[src/design/asob_pkg.sv]
// ----------------------------------------------------------------------------
// asob_pkg: shared types and helpers for the source-over blend block
// Holds the transaction payload types, the queue item and pipeline stage
// types, and the rounded byte product used by both the front and back ends.
// ----------------------------------------------------------------------------
package asob_pkg;

   // Number of quotient bits produced by the channel divider.
   localparam int QUOT_BITS = 8;
   // Width of a channel numerator: dst_c*y + src_c*sa + total/2 < 2^17.
   localparam int NUM_W     = 17;
   // Number of color channels (B, G, R).
   localparam int CHANNELS  = 3;
   localparam logic [7:0] BYTE_MAX = 8'd255;

   // Input transaction payload.
   typedef struct packed {
      logic [31:0] dst_pixel;
      logic [31:0] src_pixel;
      logic        line_end;
   } asob_req_type;

   // Result transaction payload.
   typedef struct packed {
      logic [31:0] out_pixel;
      logic        out_line_end;
   } asob_rsp_type;

   // Classified item handed from the front end to the back end.
   typedef struct packed {
      logic [31:0] dst_pixel;
      logic [31:0] src_pixel;
      logic        line_end;
      logic [7:0]  sa;
      logic        pass;
   } asob_item_type;

   // Queue status seen by both ends.
   typedef struct packed {
      logic full;
      logic not_empty;
   } asob_qstat_type;

   // One stage of the back-end pipeline.
   typedef struct packed {
      logic                               valid;
      logic                               pass;
      logic                               line_end;
      logic [31:0]                        dst_pixel;
      logic [31:0]                        src_pixel;
      logic [7:0]                         sa;
      logic [7:0]                         y;
      logic [7:0]                         total;
      logic [CHANNELS-1:0][NUM_W-1:0]     rem;
      logic [CHANNELS-1:0][QUOT_BITS-1:0] quot;
   } asob_stage_type;

   // Rounded byte product: t = a*b + 128, result ((t >> 8) + t) >> 8.
   function automatic logic [7:0] scale_byte(input logic [7:0] a, input logic [7:0] b);
      logic [16:0] t;
      logic [16:0] u;
      t = 17'(a) * 17'(b) + 17'd128;
      u = t + (t >> 8);
      return u[15:8];
   endfunction

endpackage

[src/design/asob_front.sv]
// ----------------------------------------------------------------------------
// asob_front: input stage of the source-over blend block
// Accepts pixel transactions, holds the opacity register, computes the
// effective source alpha and flags pixels whose source is invisible.
// ----------------------------------------------------------------------------
module asob_front
   import asob_pkg::*;
(
   input  logic           clock,
   input  logic           reset,
   input  logic           req_valid,
   output logic           req_stall,
   input  asob_req_type   req_data,
   input  logic           csr_wr_en,
   input  logic [7:0]     csr_wr_data,
   input  asob_qstat_type qstat,
   output logic           push,
   output asob_item_type  push_item
);

   logic          opacity_ff;
   logic [7:0]    opacity_val_ff;
   logic [7:0]    opacity_val_in;
   logic          hold_valid_ff;
   logic          hold_valid_in;
   asob_item_type hold_ff;
   asob_item_type hold_in;
   logic          accept;
   logic [7:0]    sa;

   // The holding register stalls the input only while the queue is full.
   assign req_stall = hold_valid_ff && qstat.full;
   assign accept    = req_valid && !req_stall;
   assign push      = hold_valid_ff && !qstat.full;
   assign push_item = hold_ff;

   // Opacity register, written by the configuration port.
   assign opacity_val_in = csr_wr_en ? csr_wr_data : opacity_val_ff;

   always_ff @(posedge clock) begin
      if (reset) begin
         opacity_ff     <= 1'b1;
         opacity_val_ff <= BYTE_MAX;
      end else begin
         opacity_ff     <= 1'b1;
         opacity_val_ff <= opacity_val_in;
      end
   end

   // Effective source alpha and classification of the incoming pixel.
   always_comb begin
      sa                = scale_byte(req_data.src_pixel[31:24], opacity_val_ff);
      hold_in           = hold_ff;
      hold_valid_in     = hold_valid_ff && qstat.full;
      if (accept) begin
         hold_in.dst_pixel = req_data.dst_pixel;
         hold_in.src_pixel = req_data.src_pixel;
         hold_in.line_end  = req_data.line_end;
         hold_in.sa        = sa;
         hold_in.pass      = (sa == 8'd0) || !opacity_ff;
         hold_valid_in     = 1'b1;
      end
   end

   always_ff @(posedge clock) begin
      if (reset) begin
         hold_valid_ff <= 1'b0;
      end else begin
         hold_valid_ff <= hold_valid_in;
      end
   end

   always_ff @(posedge clock) begin
      hold_ff <= hold_in;
   end

endmodule

[src/design/asob_queue.sv]
// ----------------------------------------------------------------------------
// asob_queue: decoupling queue between the front and back ends
// A small register FIFO of classified items so that each end can stall on
// its own.
// ----------------------------------------------------------------------------
module asob_queue
   import asob_pkg::*;
#(
   parameter int DEPTH = 4
) (
   input  logic           clock,
   input  logic           reset,
   input  logic           push,
   input  asob_item_type  push_item,
   input  logic           pop,
   output asob_item_type  pop_item,
   output asob_qstat_type qstat
);

   localparam int PTR_W = $clog2(DEPTH);
   localparam int CNT_W = $clog2(DEPTH + 1);

   asob_item_type          mem_ff [DEPTH];
   logic [PTR_W-1:0]       wr_ptr_ff;
   logic [PTR_W-1:0]       wr_ptr_in;
   logic [PTR_W-1:0]       rd_ptr_ff;
   logic [PTR_W-1:0]       rd_ptr_in;
   logic [CNT_W-1:0]       count_ff;
   logic [CNT_W-1:0]       count_in;

   assign qstat.full      = (count_ff == CNT_W'(DEPTH));
   assign qstat.not_empty = (count_ff != '0);
   assign pop_item        = mem_ff[rd_ptr_ff];

   // Pointer and fill count update.
   always_comb begin
      wr_ptr_in = wr_ptr_ff;
      rd_ptr_in = rd_ptr_ff;
      count_in  = count_ff;
      if (push) begin
         wr_ptr_in = (wr_ptr_ff == PTR_W'(DEPTH - 1)) ? '0 : wr_ptr_ff + 1'b1;
      end
      if (pop) begin
         rd_ptr_in = (rd_ptr_ff == PTR_W'(DEPTH - 1)) ? '0 : rd_ptr_ff + 1'b1;
      end
      if (push && !pop) begin
         count_in = count_ff + 1'b1;
      end else if (pop && !push) begin
         count_in = count_ff - 1'b1;
      end
   end

   always_ff @(posedge clock) begin
      if (reset) begin
         wr_ptr_ff <= '0;
         rd_ptr_ff <= '0;
         count_ff  <= '0;
      end else begin
         wr_ptr_ff <= wr_ptr_in;
         rd_ptr_ff <= rd_ptr_in;
         count_ff  <= count_in;
      end
   end

   // Storage write.
   always_ff @(posedge clock) begin
      if (push) begin
         mem_ff[wr_ptr_ff] <= push_item;
      end
   end

   // The front end never pushes into a full queue.
   assert property (@(posedge clock) disable iff (reset) push |-> !qstat.full)
      else $error("push into a full queue");

   // The back end never pops an empty queue.
   assert property (@(posedge clock) disable iff (reset) pop |-> qstat.not_empty)
      else $error("pop from an empty queue");

endmodule

[src/design/asob_back.sv]
// ----------------------------------------------------------------------------
// asob_back: blend pipeline of the source-over blend block
// Computes the background weight and total alpha, forms the per-channel
// numerators, divides them by the total one quotient bit per stage and
// registers the result transaction.
// ----------------------------------------------------------------------------
module asob_back
   import asob_pkg::*;
(
   input  logic           clock,
   input  logic           reset,
   input  asob_qstat_type qstat,
   input  asob_item_type  pop_item,
   output logic           pop,
   output logic           rsp_valid,
   input  logic           rsp_stall,
   output asob_rsp_type   rsp_data
);

   // Stage 0 holds the popped item, stage 1 the weights, stage 2 the
   // numerators, then one stage per quotient bit.
   localparam int DIV_FIRST = 3;
   localparam int NSTG      = DIV_FIRST + QUOT_BITS;

   asob_stage_type st_ff [NSTG];
   asob_stage_type st_in [NSTG];
   logic           rsp_valid_ff;
   logic           rsp_valid_in;
   asob_rsp_type   rsp_ff;
   asob_rsp_type   rsp_in;
   logic           adv;

   // The whole pipeline moves whenever the output register can take a result.
   assign adv       = !rsp_valid_ff || !rsp_stall;
   assign pop       = adv && qstat.not_empty;
   assign rsp_valid = rsp_valid_ff;
   assign rsp_data  = rsp_ff;

   // Per-stage datapath.
   always_comb begin
      logic [8:0]       sum;
      logic [NUM_W-1:0] trial;
      int               b;

      // Stage 0: load from the queue.
      st_in[0]           = st_ff[0];
      st_in[0].valid     = qstat.not_empty;
      st_in[0].pass      = pop_item.pass;
      st_in[0].line_end  = pop_item.line_end;
      st_in[0].dst_pixel = pop_item.dst_pixel;
      st_in[0].src_pixel = pop_item.src_pixel;
      st_in[0].sa        = pop_item.sa;

      // Stage 1: background weight and total alpha (total never exceeds 255).
      st_in[1]       = st_ff[0];
      st_in[1].y     = scale_byte(st_ff[0].dst_pixel[31:24], BYTE_MAX - st_ff[0].sa);
      sum            = 9'(st_in[1].y) + 9'(st_ff[0].sa);
      st_in[1].total = sum[7:0];

      // Stage 2: rounded numerators, one lane per color channel.
      st_in[2] = st_ff[1];
      for (int c = 0; c < CHANNELS; c++) begin
         st_in[2].rem[c]  = NUM_W'(st_ff[1].dst_pixel[8*c +: 8]) * NUM_W'(st_ff[1].y)
                          + NUM_W'(st_ff[1].src_pixel[8*c +: 8]) * NUM_W'(st_ff[1].sa)
                          + NUM_W'(st_ff[1].total >> 1);
         st_in[2].quot[c] = '0;
      end

      // Division stages: restoring step for one quotient bit, MSB first.
      trial = '0;
      b     = 0;
      for (int k = 0; k < QUOT_BITS; k++) begin
         st_in[DIV_FIRST + k] = st_ff[DIV_FIRST + k - 1];
         b = QUOT_BITS - 1 - k;
         for (int c = 0; c < CHANNELS; c++) begin
            trial = NUM_W'(st_ff[DIV_FIRST + k - 1].total) << b;
            if (st_ff[DIV_FIRST + k - 1].rem[c] >= trial) begin
               st_in[DIV_FIRST + k].rem[c]     = st_ff[DIV_FIRST + k - 1].rem[c] - trial;
               st_in[DIV_FIRST + k].quot[c][b] = 1'b1;
            end
         end
      end

      // Output register: pass-through or the blended pixel.
      rsp_valid_in        = st_ff[NSTG-1].valid;
      rsp_in.out_line_end = st_ff[NSTG-1].line_end;
      if (st_ff[NSTG-1].pass) begin
         rsp_in.out_pixel = st_ff[NSTG-1].dst_pixel;
      end else begin
         rsp_in.out_pixel = {st_ff[NSTG-1].total, st_ff[NSTG-1].quot[2],
                             st_ff[NSTG-1].quot[1], st_ff[NSTG-1].quot[0]};
      end
   end

   // Stage registers; only the valid bits are reset.
   always_ff @(posedge clock) begin
      if (reset) begin
         for (int s = 0; s < NSTG; s++) begin
            st_ff[s].valid <= 1'b0;
         end
         rsp_valid_ff <= 1'b0;
      end else if (adv) begin
         for (int s = 0; s < NSTG; s++) begin
            st_ff[s].valid <= st_in[s].valid;
         end
         rsp_valid_ff <= rsp_valid_in;
      end
      if (adv) begin
         for (int s = 0; s < NSTG; s++) begin
            st_ff[s].pass      <= st_in[s].pass;
            st_ff[s].line_end  <= st_in[s].line_end;
            st_ff[s].dst_pixel <= st_in[s].dst_pixel;
            st_ff[s].src_pixel <= st_in[s].src_pixel;
            st_ff[s].sa        <= st_in[s].sa;
            st_ff[s].y         <= st_in[s].y;
            st_ff[s].total     <= st_in[s].total;
            st_ff[s].rem       <= st_in[s].rem;
            st_ff[s].quot      <= st_in[s].quot;
         end
         rsp_ff <= rsp_in;
      end
   end

   // A blended pixel always has a nonzero total, so the divider is never
   // asked to divide by zero.
   assert property (@(posedge clock) disable iff (reset)
      st_ff[1].valid && !st_ff[1].pass |-> st_ff[1].total != 8'd0)
      else $error("blend with zero total alpha");

   // After the last quotient bit every remainder is below the divisor, which
   // means the quotient fit in a byte.
   assert property (@(posedge clock) disable iff (reset)
      st_ff[NSTG-1].valid && !st_ff[NSTG-1].pass |->
         (st_ff[NSTG-1].rem[0] < NUM_W'(st_ff[NSTG-1].total)) &&
         (st_ff[NSTG-1].rem[1] < NUM_W'(st_ff[NSTG-1].total)) &&
         (st_ff[NSTG-1].rem[2] < NUM_W'(st_ff[NSTG-1].total)))
      else $error("channel quotient overflowed a byte");

endmodule

[src/design/alpha_source_over_blend.sv]
// ----------------------------------------------------------------------------
// alpha_source_over_blend: straight-alpha BGRA source-over compositor
// Top level: front end, decoupling queue and blend pipeline.
// ----------------------------------------------------------------------------
// The block takes one pixel transaction per clock and returns one result per
// clock when neither side stalls. From acceptance to result a pixel passes
// through the front end holding register, after the source alpha is scaled
// by the opacity register, then the queue, the stage that holds the popped
// item, the weight and numerator stages, the divider that produces one
// quotient bit per stage for all three color channels at once, and the
// output register. The queue of QUEUE_DEPTH items lets the input keep
// flowing for a while after the output stalls. The opacity register resets
// to 255 and is meant to be written only while no transaction is in flight.
// ----------------------------------------------------------------------------
module alpha_source_over_blend
   import asob_pkg::*;
#(
   parameter int QUEUE_DEPTH = 4
) (
   input  logic         clock,
   input  logic         reset,
   input  logic         req_valid,
   output logic         req_stall,
   input  asob_req_type req_data,
   output logic         rsp_valid,
   input  logic         rsp_stall,
   output asob_rsp_type rsp_data,
   input  logic         csr_wr_en,
   input  logic [7:0]   csr_wr_data
);

   asob_qstat_type qstat;
   logic           push;
   logic           pop;
   asob_item_type  push_item;
   asob_item_type  pop_item;

   // Front end: acceptance, opacity and classification.
   asob_front u_front (
      .clock       (clock),
      .reset       (reset),
      .req_valid   (req_valid),
      .req_stall   (req_stall),
      .req_data    (req_data),
      .csr_wr_en   (csr_wr_en),
      .csr_wr_data (csr_wr_data),
      .qstat       (qstat),
      .push        (push),
      .push_item   (push_item)
   );

   // Decoupling queue.
   asob_queue #(
      .DEPTH (QUEUE_DEPTH)
   ) u_queue (
      .clock     (clock),
      .reset     (reset),
      .push      (push),
      .push_item (push_item),
      .pop       (pop),
      .pop_item  (pop_item),
      .qstat     (qstat)
   );

   // Back end: blend arithmetic and result register.
   asob_back u_back (
      .clock     (clock),
      .reset     (reset),
      .qstat     (qstat),
      .pop_item  (pop_item),
      .pop       (pop),
      .rsp_valid (rsp_valid),
      .rsp_stall (rsp_stall),
      .rsp_data  (rsp_data)
   );

endmodule
[config.mk]
export PLATFORM = sky130hd
export DESIGN_NAME = alpha_source_over_blend
export DESIGN_NICKNAME = d
export VERILOG_FILES = /design/src/design/asob_pkg.sv /design/src/design/asob_front.sv /design/src/design/asob_queue.sv /design/src/design/asob_back.sv /design/src/design/alpha_source_over_blend.sv
export SDC_FILE = /design/constraint.sdc
export NUM_CORES = 2
export LEC_CHECK = 0
export ABC_AREA = 0
export BUFFER_PORTS_ARGS = -buffer_cell sky130_fd_sc_hd__buf_2
export CAP_MARGIN = 20
export CORE_MARGIN = 3
export CORE_UTILIZATION = 55
export DETAILED_ROUTE_END_ITERATION = 16
export PLACE_DENSITY = 0.77
export REMOVE_ABC_BUFFERS = 1
export SLEW_MARGIN = 10
export SYNTH_ARGS = -nofsm -noshare
export SYNTH_HDL_FRONTEND = slang
export SYNTH_SLANG_ARGS = --single-unit
[constraint.sdc]
create_clock -name clock -period 41.7 [get_ports clock]
set_clock_uncertainty 0.15 [all_clocks]
set_input_delay 6.255 -clock clock [delete_from_list [all_inputs] [get_ports clock]]
set_output_delay 6.255 -clock clock [all_outputs]
set_load 0.01 [all_outputs]
==> impl_metrics.yaml <==
outcome:
  outcome: "completed"
timing:
  rsz0062_at_grt: "false"
  period_minus_slack_ns: 12.13
  max_freq_mhz: 82.4
  setup_viol: 0
  drv_slew: 0
  maxSlewHeadroom_pct: 25.8
  min_period_over_period_pct: 29.1
  tns_ns: 0
  timing_hold_violations_final: 0
  worst_pin_slew_ns: 1.11
placement:
  place.port_buffers: 112
  place_congestion: 0.889
  dp_hpwl_um: 99200
yosys:
  ys_seq_area_share_pct: 56.7
  ys_dominant_reg_cell: "edfxtp_1"
  post-synth-top-count-cell: "edfxtp_1"
  synth_top_area_share_pct: 56.2
  ys_warn_count: 0
  synthCells: 5507
  syn_avg_cell_area_um2: 13.7
  synth-edff-count: 1416
  synthTopCellsByCount: "edfxtp_1 (1,416), inv_1 (758), ha_1 (511)"
  ys_top_cells_by_area: "edfxtp_1 (56%), fa_1 (11%), ha_1 (8.4%)"
  synth_cell_type_count: 86
  ys_ff_latch: 1435
  synth_top_area_cell: "edfxtp_1"
  netlist_area_um2: 75700
  synthArstFlopShare_pct: 0
worst_setup_path:
  required_ns: 42.09
  crit_path_end_kind: "flop"
  r2r_end: "u_back.st_ff[1][82]"
  setup.worst_path.class: "in2reg"
  critPathMaxFanout: 8
  rrSetupSlack_ns: 33.97
  reg2reg_from: "u_back.st_ff[0][92]"
  crit_arrival_ns: 12.52
  start_kind: "primary input"
  reg2reg_depth: 30
final_layout:
  syn_to_final_growth_pct: 10.0
  layout-drive-gt1-share_pct: 8.74
  num-fill-cells: 10000
  num-nets-final: 6712
  register_area_um2: 42900
  post-route-util_pct: 61.2
  multi_input_area_um2: 29600
global_route:
  grt_pass1_vias: 43000
  grt_max_degree: 173
  grt_pass1_wl_um: 226000
  antenna_found_initial: 0
  grt_use_total_pct: 20.0
  grt-ovfl-total: 0
clock_tree:
  clk_pin_slew_worst_paths_ns: 0.07
  cts_hold_buffers: 0
  cts_resized: 0
  cts_num_sinks: 1435
  htreeDepth: 4
  cts_buffer_depth: 3
  cts_tree: "built"
  insertion_delay_ns: 0.79
  cts_inserted_buffers: 147
  root_buffer: "clkbuf_16"
  post-cts-setup-buffer-count: 0
run:
  max_cap_violations: 0
drt:
  dr.first_iter.drc_count: 2818
  vias: 41500
  dr.pass1.iters: 5
  ant_nets: 0
  wl_per_cell_um: 18.2
  drc: 0
  via_per_inst: 5.46
  drt-total-wl_um: 139000
floorplanning:
  rows: 135
  core-area_um2: 136000
  die_h_um: 377
  initial_core_util_pct: 55.7
  die_area_um2: 142000
  ios: 113
  chipWidth_um: 377
min_path:
  min_delay_path_depth: 0
  hp-class: "reg2reg"
  hold_start: "u_back.st_ff[8][134]"
  min_to: "u_back.st_ff[9][134]"
registers in the layout, indices dropped and copies added (netlist names), named ones only:
register                cells
u_back.rsp_data            33
u_back.rsp_valid            1
u_back.st_ff             1053
u_front.hold_valid_ff       1
u_front.opacity_val_ff      8
u_front.push_item          66
u_queue.count_ff            3
u_queue.mem_ff            264
u_queue.rd_ptr_ff           2
u_queue.wr_ptr_ff           2
layout by cell type, fill, tap and decap left out, drive strengths merged, types with 41 or more instances in the layout:
cell type and count:
a21o 55, a21oi 194, and2 276, buf 146, clkbuf 184, clkinv 59, edfxtp 1416, fa 409
ha 511, inv 767, mux2 43, mux4 66, nand2 346, nand2b 58, nand3 46, nor2 226
nor2b 119, nor3 75, nor4 41, o21ai 160, xnor2 135, xor2 111
per-layer routing:
metal / global-route usage (%) / wire length, um / vias to the layer above
met5: 0 / 0 / -
met4: 7.79 / 5000 / 0
met3: 3.09 / 5950 / 324
met2: 34.5 / 69500 / 978
met1: 25.7 / 58200 / 20500
li1: - / - / 19700
layout make-up:
class | instances | share of cell area (%)
Clock inverter | 83 | 1.13
Sequential cell | 1435 | 51.5
Multi-Input combinational cell | 3226 | 35.6
Antenna cell | 1 | 0.00301
Clock buffer | 184 | 4.66
Timing Repair Buffer | 146 | 0.995
Inverter | 758 | 3.42
Tap cell | 1781 | 2.68
worst max-delay path by stage:
stage / startpoint / endpoint / slack [ns]
2_1_floorplan: rsp_stall / u_queue.count_ff[2] / 6.42
3_3_place_gp: req_data[29] / u_front.push_item[0] / 28.94
3_5_place_dp: req_data[29] / u_front.push_item[0] / 28.83
4_1_cts: req_data[29] / u_front.push_item[0] / 29.66
5_1_grt: req_data[29] / u_front.push_item[0] / 29.05
6_report: req_data[29] / u_front.push_item[0] / 29.57
cell families (layout without fill, tap and decap cells):
group,Yosys count,in the layout,synth area share [%]
buf+inv,846,1171,4.21
other cells,0,1,0
xor+xnor,247,247,2.89
fa+ha+maj,920,920,19.3
compound gates,587,587,4.80
flops,1435,1435,56.7
simple gates,1340,1340,9.26
mux,132,132,2.91
through the flow:
step                hold WS, ns  instances  area (um^2)  worst slack, ns
floorplan                 0.250       5419        75400             6.42
global placement          0.250       7346        78400            28.94
detailed placement        0.255       7346        78400            28.83
CTS                       0.239       7613        83300            29.66
global route              0.250       7613        83300            29.05
finish                    0.244       7614        83300            29.57
worst max-delay path: stages:
cell      delay, ns
buf_2          0.16
and2_1         0.16
ha_1           0.32
fa_1           0.47
ha_1           0.30
inv_1          0.05
fa_1           0.48
inv_1          0.05
ha_1           0.21
fa_1           0.46
a21o_1         0.19
a21oi_1        0.24
nor2b_1        0.10
o31a_1         0.27
o22ai_1        0.21
o21bai_1       0.10
a21oi_1        0.23
xor2_1         0.29
inv_1          0.11
ha_1           0.30
a21o_1         0.18
a21oi_1        0.18
o21ai_0        0.12
nor3_1         0.41
nor2_1         0.17
nand3_1        0.19
nor3_1         0.10
a31o_1         0.22
Power is not shown: default switching activity piles up to over one toggle a cycle in this logic, so the estimate is an artifact.
